`config.mk`:
```
export PLATFORM = sky130hd
export DESIGN_NAME = canonical_huffman_bit_decoder
export DESIGN_NICKNAME = d
export VERILOG_FILES = /design/src/rtl/chbd_pkg.sv /design/src/rtl/chbd_tables.sv /design/src/rtl/chbd_match.sv /design/src/rtl/canonical_huffman_bit_decoder.sv
export SDC_FILE = /design/constraint.sdc
export NUM_CORES = 2
export LEC_CHECK = 0
export ABC_AREA = 1
export BUFFER_PORTS_ARGS = -buffer_cell sky130_fd_sc_hd__buf_2
export CELL_PAD_IN_SITES_DETAIL_PLACEMENT = 1
export CELL_PAD_IN_SITES_GLOBAL_PLACEMENT = 2
export CORE_MARGIN = 5
export CORE_UTILIZATION = 45
export DETAILED_ROUTE_END_ITERATION = 7
export PLACE_DENSITY_LB_ADDON = 0.2
export REMOVE_ABC_BUFFERS = 1
export SLEW_MARGIN = 20
export SYNTH_ARGS = -nofsm -noshare
export SYNTH_HDL_FRONTEND = slang
export SYNTH_SLANG_ARGS = --single-unit
```
`constraint.sdc`:
```
create_clock -name clk -period 11.65 [get_ports clk]
set_input_delay 1.165 -clock clk [delete_from_list [all_inputs] [get_ports clk]]
set_output_delay 1.165 -clock clk [all_outputs]
set_load 0.02 [all_outputs]
```
`src/rtl/chbd_pkg.sv`:
```
// Package for the canonical Huffman bit decoder.
// Holds the sizes, opcode and register index codes, and the structs shared by the modules.
// It depends on nothing.
package chbd_pkg;

    localparam int NUM_SYMBOLS     = 257;
    localparam int MAX_CODE_LENGTH = 32;
    localparam int SYM_W           = $clog2(NUM_SYMBOLS);
    localparam int LEN_W           = 6;
    localparam int CODE_W          = 32;
    localparam int OUT_SYM_W       = 8;
    localparam int BYTE_W          = 8;
    localparam int BIT_CNT_W       = 3;
    localparam int OP_W            = 2;
    localparam int CFG_INDEX_W     = 1;
    localparam int CFG_DATA_W      = 6;
    localparam int LEN_SLOTS       = MAX_CODE_LENGTH + 1;

    localparam logic [SYM_W-1:0] END_SYMBOL = SYM_W'(NUM_SYMBOLS - 1);

    localparam logic [OP_W-1:0] OP_DECODE    = 2'd0;
    localparam logic [OP_W-1:0] OP_WR_SYMBOL = 2'd1;
    localparam logic [OP_W-1:0] OP_WR_LENGTH = 2'd2;
    localparam logic [OP_W-1:0] OP_RESTART   = 2'd3;

    localparam logic [CFG_INDEX_W-1:0] CFG_MIN_LEN = 1'd0;
    localparam logic [CFG_INDEX_W-1:0] CFG_MAX_LEN = 1'd1;

    // Write port of the symbol table and of the per-length tables.
    typedef struct packed {
        logic              sym_we;
        logic [SYM_W-1:0]  sym_addr;
        logic [SYM_W-1:0]  sym_data;
        logic              len_we;
        logic [LEN_W-1:0]  len_addr;
        logic [SYM_W-1:0]  start_data;
        logic [CODE_W-1:0] first_data;
    } tbl_wr_t;

    // Verdict of the code compare unit for the current code value and length.
    typedef struct packed {
        logic             hit;
        logic             at_max;
        logic             pos_ok;
        logic [SYM_W-1:0] pos;
    } match_t;

endpackage

```
`src/rtl/chbd_tables.sv`:
```
// Symbol table and per-length start index and first code tables.
// All reads are registered; uses chbd_pkg for sizes and the write struct.
module chbd_tables
(
    input  logic                           clk,
    input  chbd_pkg::tbl_wr_t              wr,
    input  logic                           len_rd_en,
    input  logic [chbd_pkg::LEN_W-1:0]     len_rd_addr,
    output logic [chbd_pkg::SYM_W-1:0]     start_rd,
    output logic [chbd_pkg::CODE_W-1:0]    first_rd,
    input  logic                           sym_rd_en,
    input  logic [chbd_pkg::SYM_W-1:0]     sym_rd_addr,
    output logic [chbd_pkg::SYM_W-1:0]     sym_rd
);

    logic [chbd_pkg::SYM_W-1:0]  sym_mem   [0:chbd_pkg::NUM_SYMBOLS-1];
    logic [chbd_pkg::SYM_W-1:0]  start_mem [0:chbd_pkg::LEN_SLOTS-1];
    logic [chbd_pkg::CODE_W-1:0] first_mem [0:chbd_pkg::LEN_SLOTS-1];

    always_ff @(posedge clk)
    begin
        if (wr.sym_we)
        begin
            sym_mem[wr.sym_addr] <= wr.sym_data;
        end
        if (sym_rd_en)
        begin
            sym_rd <= sym_mem[sym_rd_addr];
        end
    end

    always_ff @(posedge clk)
    begin
        if (wr.len_we)
        begin
            start_mem[wr.len_addr] <= wr.start_data;
            first_mem[wr.len_addr] <= wr.first_data;
        end
        if (len_rd_en)
        begin
            start_rd <= start_mem[len_rd_addr];
            first_rd <= first_mem[len_rd_addr];
        end
    end

endmodule

```
`src/rtl/chbd_match.sv`:
```
// Shared code compare unit: the range compares and one subtract-add per decoded bit.
// Uses chbd_pkg for widths and the verdict struct.
module chbd_match
(
    input  logic [chbd_pkg::CODE_W-1:0] code_value,
    input  logic [chbd_pkg::LEN_W-1:0]  code_length,
    input  logic [chbd_pkg::LEN_W-1:0]  min_len,
    input  logic [chbd_pkg::LEN_W-1:0]  max_len,
    input  logic [chbd_pkg::CODE_W-1:0] first_code,
    input  logic [chbd_pkg::SYM_W-1:0]  start_index,
    output chbd_pkg::match_t            verdict
);

    localparam int POS_W = chbd_pkg::CODE_W + 1;

    logic [chbd_pkg::CODE_W-1:0] diff;
    logic [POS_W-1:0]            pos_full;

    always_comb
    begin
        diff     = code_value - first_code;
        pos_full = POS_W'(start_index) + POS_W'(diff);

        verdict.hit    = (code_length >= min_len) && (code_length <= max_len) &&
                         (code_value >= first_code);
        verdict.at_max = (code_length >= max_len);
        verdict.pos_ok = (pos_full < POS_W'(chbd_pkg::NUM_SYMBOLS));
        verdict.pos    = pos_full[chbd_pkg::SYM_W-1:0];
    end

endmodule

```
`src/rtl/canonical_huffman_bit_decoder.sv`:
```
// Top level of the canonical Huffman bit decoder: sequencer, registers and output stage.
// Depends on chbd_pkg, chbd_tables and chbd_match.
//
// Usage: items arrive on the item channel (item_valid/item_ready). Opcode OP_WR_SYMBOL
// loads one symbol table entry, OP_WR_LENGTH loads the start index and first code of
// one code length, OP_RESTART clears the running code and the end-of-stream flag, and
// OP_DECODE brings one compressed byte whose bits are decoded most significant first.
// Table, restart and ignored decode transactions complete in S_IDLE. A decode byte is
// walked one bit at a time through a shared compare unit: a bit with no match passes
// S_SHIFT (shift and table read) and S_CHECK (compare), a bit that ends an over-long or
// out-of-range code adds S_PUSH, and a bit that yields a symbol adds S_LOOKUP (symbol
// table read) and S_PUSH (result hand-off); S_FLUSH closes the byte. The registered
// table reads are why reads and compares sit in separate states. item_ready is high
// only while the sequencer is idle.
// Results leave on the result channel (result_valid/result_ready) through an output
// register. Each result is held in a pending slot until the next one shows up or the
// byte ends, so that last_of_run can mark the final result of the byte. When the
// receiver stalls, the sequencer waits at the hand-off and resumes when the slot frees.
// Configuration writes (cfg_valid/cfg_ready) are always taken and are meant for idle
// periods. Reset clears the code state, the flags and the registers (min length 1,
// max length 32); the tables hold undefined data until loaded.
module canonical_huffman_bit_decoder
(
    input  logic                                clk,
    input  logic                                rst_n,

    input  logic                                cfg_valid,
    output logic                                cfg_ready,
    input  logic [chbd_pkg::CFG_INDEX_W-1:0]    cfg_index,
    input  logic [chbd_pkg::CFG_DATA_W-1:0]     cfg_data,

    input  logic                                item_valid,
    output logic                                item_ready,
    input  logic [chbd_pkg::OP_W-1:0]           opcode,
    input  logic [chbd_pkg::BYTE_W-1:0]         data_byte,
    input  logic [chbd_pkg::SYM_W-1:0]          table_index,
    input  logic [chbd_pkg::SYM_W-1:0]          entry_symbol,
    input  logic [chbd_pkg::SYM_W-1:0]          entry_start,
    input  logic [chbd_pkg::CODE_W-1:0]         entry_first_code,

    output logic                                result_valid,
    input  logic                                result_ready,
    output logic [chbd_pkg::OUT_SYM_W-1:0]      symbol,
    output logic                                end_seen,
    output logic                                code_error,
    output logic                                last_of_run
);

    // Sequencer states.
    localparam logic [2:0] S_IDLE   = 3'd0;
    localparam logic [2:0] S_SHIFT  = 3'd1;
    localparam logic [2:0] S_CHECK  = 3'd2;
    localparam logic [2:0] S_LOOKUP = 3'd3;
    localparam logic [2:0] S_PUSH   = 3'd4;
    localparam logic [2:0] S_FLUSH  = 3'd5;

    localparam int LEN_W  = chbd_pkg::LEN_W;
    localparam int SYM_W  = chbd_pkg::SYM_W;
    localparam int CODE_W = chbd_pkg::CODE_W;
    localparam int OSYM_W = chbd_pkg::OUT_SYM_W;

    logic [2:0]                         state_reg, state_next;
    logic [chbd_pkg::BYTE_W-1:0]        byte_reg, byte_next;
    logic [chbd_pkg::BIT_CNT_W-1:0]     bit_cnt_reg, bit_cnt_next;
    logic [CODE_W-1:0]                  value_reg, value_next;
    logic [LEN_W-1:0]                   len_reg, len_next;
    logic                               finished_reg, finished_next;
    logic [LEN_W-1:0]                   min_reg, min_next;
    logic [LEN_W-1:0]                   max_reg, max_next;

    // Newest result, and the pending one that waits to learn whether it ends the byte.
    logic [OSYM_W-1:0]                  res_sym_reg, res_sym_next;
    logic                               res_end_reg, res_end_next;
    logic                               res_err_reg, res_err_next;
    logic                               pend_valid_reg, pend_valid_next;
    logic [OSYM_W-1:0]                  pend_sym_reg, pend_sym_next;
    logic                               pend_end_reg, pend_end_next;
    logic                               pend_err_reg, pend_err_next;

    // Output register.
    logic                               out_valid_reg, out_valid_next;
    logic [OSYM_W-1:0]                  out_sym_reg, out_sym_next;
    logic                               out_end_reg, out_end_next;
    logic                               out_err_reg, out_err_next;
    logic                               out_last_reg, out_last_next;

    chbd_pkg::tbl_wr_t                  tbl_wr;
    logic                               len_rd_en;
    logic [LEN_W-1:0]                   len_rd_addr;
    logic [SYM_W-1:0]                   start_rd;
    logic [CODE_W-1:0]                  first_rd;
    logic                               sym_rd_en;
    logic [SYM_W-1:0]                   sym_rd;
    chbd_pkg::match_t                   verdict;

    logic [LEN_W-1:0]                   min_eff;
    logic [LEN_W-1:0]                   max_eff;
    logic                               item_fire;
    logic                               out_free;
    logic                               last_bit;

    chbd_tables u_tables
    (
        .clk         (clk),
        .wr          (tbl_wr),
        .len_rd_en   (len_rd_en),
        .len_rd_addr (len_rd_addr),
        .start_rd    (start_rd),
        .first_rd    (first_rd),
        .sym_rd_en   (sym_rd_en),
        .sym_rd_addr (verdict.pos),
        .sym_rd      (sym_rd)
    );

    chbd_match u_match
    (
        .code_value  (value_reg),
        .code_length (len_reg),
        .min_len     (min_eff),
        .max_len     (max_eff),
        .first_code  (first_rd),
        .start_index (start_rd),
        .verdict     (verdict)
    );

    // A minimum of zero acts as one; the maximum is clipped to 1..MAX_CODE_LENGTH.
    always_comb
    begin
        min_eff = (min_reg == '0) ? LEN_W'(1) : min_reg;
        if (max_reg == '0)
        begin
            max_eff = LEN_W'(1);
        end
        else if (max_reg > LEN_W'(chbd_pkg::MAX_CODE_LENGTH))
        begin
            max_eff = LEN_W'(chbd_pkg::MAX_CODE_LENGTH);
        end
        else
        begin
            max_eff = max_reg;
        end
    end

    assign cfg_ready    = 1'b1;
    assign item_ready   = (state_reg == S_IDLE);
    assign item_fire    = item_valid && item_ready;
    assign out_free     = !out_valid_reg || result_ready;
    assign last_bit     = (bit_cnt_reg == '0);

    assign result_valid = out_valid_reg;
    assign symbol       = out_sym_reg;
    assign end_seen     = out_end_reg;
    assign code_error   = out_err_reg;
    assign last_of_run  = out_last_reg;

    always_comb
    begin
        state_next      = state_reg;
        byte_next       = byte_reg;
        bit_cnt_next    = bit_cnt_reg;
        value_next      = value_reg;
        len_next        = len_reg;
        finished_next   = finished_reg;
        min_next        = min_reg;
        max_next        = max_reg;
        res_sym_next    = res_sym_reg;
        res_end_next    = res_end_reg;
        res_err_next    = res_err_reg;
        pend_valid_next = pend_valid_reg;
        pend_sym_next   = pend_sym_reg;
        pend_end_next   = pend_end_reg;
        pend_err_next   = pend_err_reg;
        out_valid_next  = out_valid_reg && !result_ready;
        out_sym_next    = out_sym_reg;
        out_end_next    = out_end_reg;
        out_err_next    = out_err_reg;
        out_last_next   = out_last_reg;

        tbl_wr.sym_we     = 1'b0;
        tbl_wr.sym_addr   = table_index;
        tbl_wr.sym_data   = entry_symbol;
        tbl_wr.len_we     = 1'b0;
        tbl_wr.len_addr   = table_index[LEN_W-1:0];
        tbl_wr.start_data = entry_start;
        tbl_wr.first_data = entry_first_code;
        len_rd_en         = 1'b0;
        len_rd_addr       = len_reg + LEN_W'(1);
        sym_rd_en         = 1'b0;

        if (cfg_valid && cfg_ready)
        begin
            unique case (cfg_index)
                chbd_pkg::CFG_MIN_LEN: min_next = cfg_data;
                chbd_pkg::CFG_MAX_LEN: max_next = cfg_data;
                default:               min_next = min_reg;
            endcase
        end

        unique case (state_reg)
            S_IDLE:
            begin
                if (item_fire)
                begin
                    unique case (opcode)
                        chbd_pkg::OP_WR_SYMBOL:
                        begin
                            tbl_wr.sym_we = (table_index < SYM_W'(chbd_pkg::NUM_SYMBOLS));
                        end
                        chbd_pkg::OP_WR_LENGTH:
                        begin
                            tbl_wr.len_we = (table_index != '0) &&
                                (table_index <= SYM_W'(chbd_pkg::MAX_CODE_LENGTH));
                        end
                        chbd_pkg::OP_RESTART:
                        begin
                            value_next    = '0;
                            len_next      = '0;
                            finished_next = 1'b0;
                        end
                        chbd_pkg::OP_DECODE:
                        begin
                            if (!finished_reg)
                            begin
                                byte_next    = data_byte;
                                bit_cnt_next = '1;
                                state_next   = S_SHIFT;
                            end
                        end
                        default:
                        begin
                            state_next = S_IDLE;
                        end
                    endcase
                end
            end

            // Shift the next bit in and read the tables for the new length.
            S_SHIFT:
            begin
                value_next  = {value_reg[CODE_W-2:0], byte_reg[bit_cnt_reg]};
                len_next    = len_reg + LEN_W'(1);
                len_rd_en   = 1'b1;
                state_next  = S_CHECK;
            end

            S_CHECK:
            begin
                if (verdict.hit)
                begin
                    value_next = '0;
                    len_next   = '0;
                    if (verdict.pos_ok)
                    begin
                        sym_rd_en  = 1'b1;
                        state_next = S_LOOKUP;
                    end
                    else
                    begin
                        res_sym_next = '0;
                        res_end_next = 1'b0;
                        res_err_next = 1'b1;
                        state_next   = S_PUSH;
                    end
                end
                else if (verdict.at_max)
                begin
                    value_next   = '0;
                    len_next     = '0;
                    res_sym_next = '0;
                    res_end_next = 1'b0;
                    res_err_next = 1'b1;
                    state_next   = S_PUSH;
                end
                else if (last_bit)
                begin
                    state_next = S_FLUSH;
                end
                else
                begin
                    bit_cnt_next = bit_cnt_reg - 1'b1;
                    state_next   = S_SHIFT;
                end
            end

            S_LOOKUP:
            begin
                res_err_next = 1'b0;
                if (sym_rd == chbd_pkg::END_SYMBOL)
                begin
                    res_sym_next  = '0;
                    res_end_next  = 1'b1;
                    finished_next = 1'b1;
                end
                else
                begin
                    res_sym_next = sym_rd[OSYM_W-1:0];
                    res_end_next = 1'b0;
                end
                state_next = S_PUSH;
            end

            // Retire the older pending result, then park the new one.
            S_PUSH:
            begin
                if (!pend_valid_reg || out_free)
                begin
                    if (pend_valid_reg)
                    begin
                        out_valid_next = 1'b1;
                        out_sym_next   = pend_sym_reg;
                        out_end_next   = pend_end_reg;
                        out_err_next   = pend_err_reg;
                        out_last_next  = 1'b0;
                    end
                    pend_valid_next = 1'b1;
                    pend_sym_next   = res_sym_reg;
                    pend_end_next   = res_end_reg;
                    pend_err_next   = res_err_reg;
                    if (res_end_reg || last_bit)
                    begin
                        state_next = S_FLUSH;
                    end
                    else
                    begin
                        bit_cnt_next = bit_cnt_reg - 1'b1;
                        state_next   = S_SHIFT;
                    end
                end
            end

            // The byte is done: the pending result, if any, is its last.
            S_FLUSH:
            begin
                if (!pend_valid_reg)
                begin
                    state_next = S_IDLE;
                end
                else if (out_free)
                begin
                    out_valid_next  = 1'b1;
                    out_sym_next    = pend_sym_reg;
                    out_end_next    = pend_end_reg;
                    out_err_next    = pend_err_reg;
                    out_last_next   = 1'b1;
                    pend_valid_next = 1'b0;
                    state_next      = S_IDLE;
                end
            end

            default:
            begin
                state_next = S_IDLE;
            end
        endcase
    end

    always_ff @(posedge clk or negedge rst_n)
    begin
        if (!rst_n)
        begin
            state_reg      <= S_IDLE;
            value_reg      <= '0;
            len_reg        <= '0;
            finished_reg   <= 1'b0;
            min_reg        <= LEN_W'(1);
            max_reg        <= LEN_W'(chbd_pkg::MAX_CODE_LENGTH);
            pend_valid_reg <= 1'b0;
            out_valid_reg  <= 1'b0;
            bit_cnt_reg    <= '0;
        end
        else
        begin
            state_reg      <= state_next;
            value_reg      <= value_next;
            len_reg        <= len_next;
            finished_reg   <= finished_next;
            min_reg        <= min_next;
            max_reg        <= max_next;
            pend_valid_reg <= pend_valid_next;
            out_valid_reg  <= out_valid_next;
            bit_cnt_reg    <= bit_cnt_next;
        end
    end

    always_ff @(posedge clk)
    begin
        byte_reg     <= byte_next;
        res_sym_reg  <= res_sym_next;
        res_end_reg  <= res_end_next;
        res_err_reg  <= res_err_next;
        pend_sym_reg <= pend_sym_next;
        pend_end_reg <= pend_end_next;
        pend_err_reg <= pend_err_next;
        out_sym_reg  <= out_sym_next;
        out_end_reg  <= out_end_next;
        out_err_reg  <= out_err_next;
        out_last_reg <= out_last_next;
    end

endmodule
```
==> impl_metrics.env <==
export IMPL_core_area_um2=340000
export IMPL_rsz0062_at_grt="no"
export IMPL_path_delay_family="compound AO/OA/AOI/OAI gates"
export IMPL_reg_top3="u_tables.sym_mem: 2313 flops, u_tables.first_mem: 1056 flops, u_tables.start_mem: 297 flops"
export IMPL_synth_edf_count=3755
export IMPL_fin_crit_sh=0.542
export IMPL_path_class="reg -> reg"
export IMPL_io_buffer_count=93
export IMPL_routed_wl_um=518000
export IMPL_synth_area_leaders="edfxtp_1 73%, o21ai_0 7.9%, nor2_1 6.7%"
export IMPL_avgSynthCellArea_um2=12.5
export IMPL_netlist_area_um2=154000
export IMPL_cp_buffers_inverters=5
export IMPL_synth_flop_cell="edfxtp_1"
export IMPL_htree_levels=5
export IMPL_die_area_um2=353000
export IMPL_dp_hpwl_um=293000
export IMPL_start_kind="register"
export IMPL_post_place_ws_ns=5.38
export IMPL_worstSetupPathDepth=16
export IMPL_layout_setup_ws_ns=5.34
export IMPL_start_util=0.452
export IMPL_grt_pass1_vias=107000
export IMPL_clock_sinks=3814
export IMPL_finalHoldViolations=0
export IMPL_cts_buffer_depth=4
export IMPL_track_usage=0.284
export IMPL_crit_arrival_ns=7.13
export IMPL_critPathMaxFanout=155
export IMPL_cts_hold_buf=0
export IMPL_required_ns=12.47
export IMPL_drv_slew=0
export IMPL_drive_above_1_share=0.0828
export IMPL_fmax_mhz=158
export IMPL_syn_inst=12300
export IMPL_worst_hold_slack_ns=0.319
export IMPL_ff2ff_setup_slack_ns=5.34
export IMPL_ys_ff_latch=3814
export IMPL_met2_length_um=249000
export IMPL_routed_via_density=6.12
export IMPL_rr_worst_depth=16
export IMPL_synthToLayoutAreaGrowth_pct=12.1
export IMPL_report_final_setup_viol=0
export IMPL_crit_path_end_kind="register"
export IMPL_async_reset_ff_frac=0.0155
export IMPL_top_layer="met5"
export IMPL_skew_ns=0.0727
export IMPL_clock_latency_ns=0.98
export IMPL_wire_per_inst_um=30.4
export IMPL_cp_slowest_cell="fa_4"
export IMPL_hold_path_class="in -> async"
export IMPL_dieHeight_um=594
export IMPL_slew_headroom=0.145
export IMPL_regMostFlops="u_tables.sym_mem"
export IMPL_worstMarginPinSlew_ns=1.28
export IMPL_drv_cap=0
export IMPL_period_needed_ns=6.31
export IMPL_ys_types=47
export IMPL_endpoint="u_tables.sym_rd[7]$_DFFE_PP_"
export IMPL_gp_congestion=0.884
export IMPL_vias=104000
export IMPL_yosys_top_cells_count="3755 x edfxtp_1, 2734 x nor2_1, 2409 x o21ai_0"
export IMPL_cts_root_buf="clkbuf_16"
export IMPL_cts_resized_gates=0
export IMPL_yosys_area_top_type_share=0.735
export IMPL_overflow=0
export IMPL_status="finished, final reports clean"
export IMPL_yosysMostFrequentCell="edfxtp_1"
export IMPL_wirelength_met1_um=209000
export IMPL_reg2reg_to="u_tables.sym_rd[7]$_DFFE_PP_"
export IMPL_numCtsBuffers=400
export IMPL_drtIter0Drc=10400
export IMPL_antenna_found_initial=39
export IMPL_dr_wl_met3_um=34900
export IMPL_path_clk_slew_ns=0.06
export IMPL_post_cts_buffers=0
export IMPL_rows=214
export IMPL_critPathMaxStageDelay_ns=1.04
export IMPL_dr_pass1_iters=6
export IMPL_synth_seq_area_share=0.744
export IMPL_route_detailed_drc=0
export IMPL_grt_max_degree=213
export IMPL_nets=12300
export IMPL_final_core_utilization=0.507
export IMPL_yosys_area_top_type="edfxtp_1"
export IMPL_placed_cell_area_um2=159000
export IMPL_largest_reg_flops=2313
export IMPL_die_w_um=594
export IMPL_design_area_um2=172000
export IMPL_ys_warn_count=0
export IMPL_grt_pass1_wl_um=746000
export IMPL_cp_cell_sequence="inv_1, ha_1, inv_1, fa_1, inv_1, fa_4, buf_4, buf_12, o21ai_0, o22ai_1, nor2_1, o22ai_1, o21ai_0, o22ai_1, nand2_1, a41oi_1"
export IMPL_ios=95
export IMPL_cp_startpoint="value_reg[0]$_DFFE_PN0P_"
export IMPL_r2r_start="value_reg[0]$_DFFE_PN0P_"
export IMPL_cts_tree="yes"
export IMPL_ant_nets=0
[metal layers]
layer	up-vias	global-route usage
li1	45000	-
met1	54300	0.372
met2	3874	0.472
met3	1046	0.0432
met4	28	0.124
met5	-	0
[cell usage in the layout (no fill, tap or decap), drive strengths merged, types with 3 or more instances in the layout]
| master | instances |
|---|---|
| o21ai | 2411 |
| nand2 | 518 |
| clkinvlp | 6 |
| a21o | 3 |
| a21oi | 30 |
| edfxtp | 3755 |
| xor2 | 13 |
| o221ai | 87 |
| inv | 373 |
| nand4 | 18 |
| nand3 | 140 |
| conb | 42 |
| o211ai | 11 |
| nor2 | 2754 |
| buf | 293 |
| nor4 | 3 |
| diode | 21 |
| o22ai | 1115 |
| ha | 56 |
| clkinv | 182 |
| dfrtp | 57 |
| clkbuf | 501 |
| bufinv | 41 |
| nor3 | 48 |
| and2 | 6 |
| a31oi | 4 |
| nand3b | 5 |
| o21a | 5 |
| a41oi | 7 |
[logic make-up (layout without fill, tap and decap cells)]
group,count (synthesis),in the layout,share of synthesized area
AND/OR/NAND/NOR,3493,3493,0.0885
AO/OA/AOI/OAI,3680,3680,0.132
other,2,63,0.0000489
XOR/XNOR,15,15,0.000856
flip-flops,3814,3814,0.744
adder cells (fa/ha/maj),58,58,0.00482
buffers and inverters,1196,1396,0.0297
[through the flow]
stage,instances,setup TNS [ns]
global route,17000,0
detailed placement,16300,0
CTS,17000,0
global placement,16300,0
floorplan,11500,-2642.21
finish,17100,0
[worst reg2reg max path: stages, from the launching register on]
cell     delay [ns]
dfrtp_1        0.36
inv_1          0.09
ha_1           0.16
inv_1          0.09
fa_1           0.53
inv_1          0.08
fa_4           1.04
buf_4          0.68
buf_12         0.67
o21ai_0        0.31
o22ai_1        0.22
nor2_1         0.13
o22ai_1        0.69
o21ai_0        0.33
o22ai_1        0.39
nand2_1        0.16
a41oi_1        0.25
[how the worst min path moves through the flow]
stage	startpoint	endpoint	slack, ns	cells past startpoint
5_1_grt	rst_n	value_reg[30]$_DFFE_PN0P_	0.38	1
2_1_floorplan	pend_err_reg$_DFFE_PP_	code_error$_DFFE_PP_	0.40	0
3_5_place_dp	res_sym_reg[7]$_SDFFCE_PP0P_	pend_sym_reg[7]$_DFFE_PP_	0.41	0
3_3_place_gp	pend_sym_reg[5]$_DFFE_PP_	symbol[5]$_DFFE_PP_	0.41	0
6_report	rst_n	value_reg[30]$_DFFE_PN0P_	0.32	1
4_1_cts	rst_n	value_reg[30]$_DFFE_PN0P_	0.30	1
[area by class of cell]
class	instances	area, µm²
clock inverters	231	2360
clock buffers	501	10700
diodes	21	52.6
flip-flops and latches	3814	114000
inverters	371	1450
fillers	33900	168000
repair buffers	293	2280
well taps	4536	5680
multi-input cells	7288	35400
Power is not shown: default switching activity piles up to over one toggle a cycle in this logic, so the estimate is an artifact.
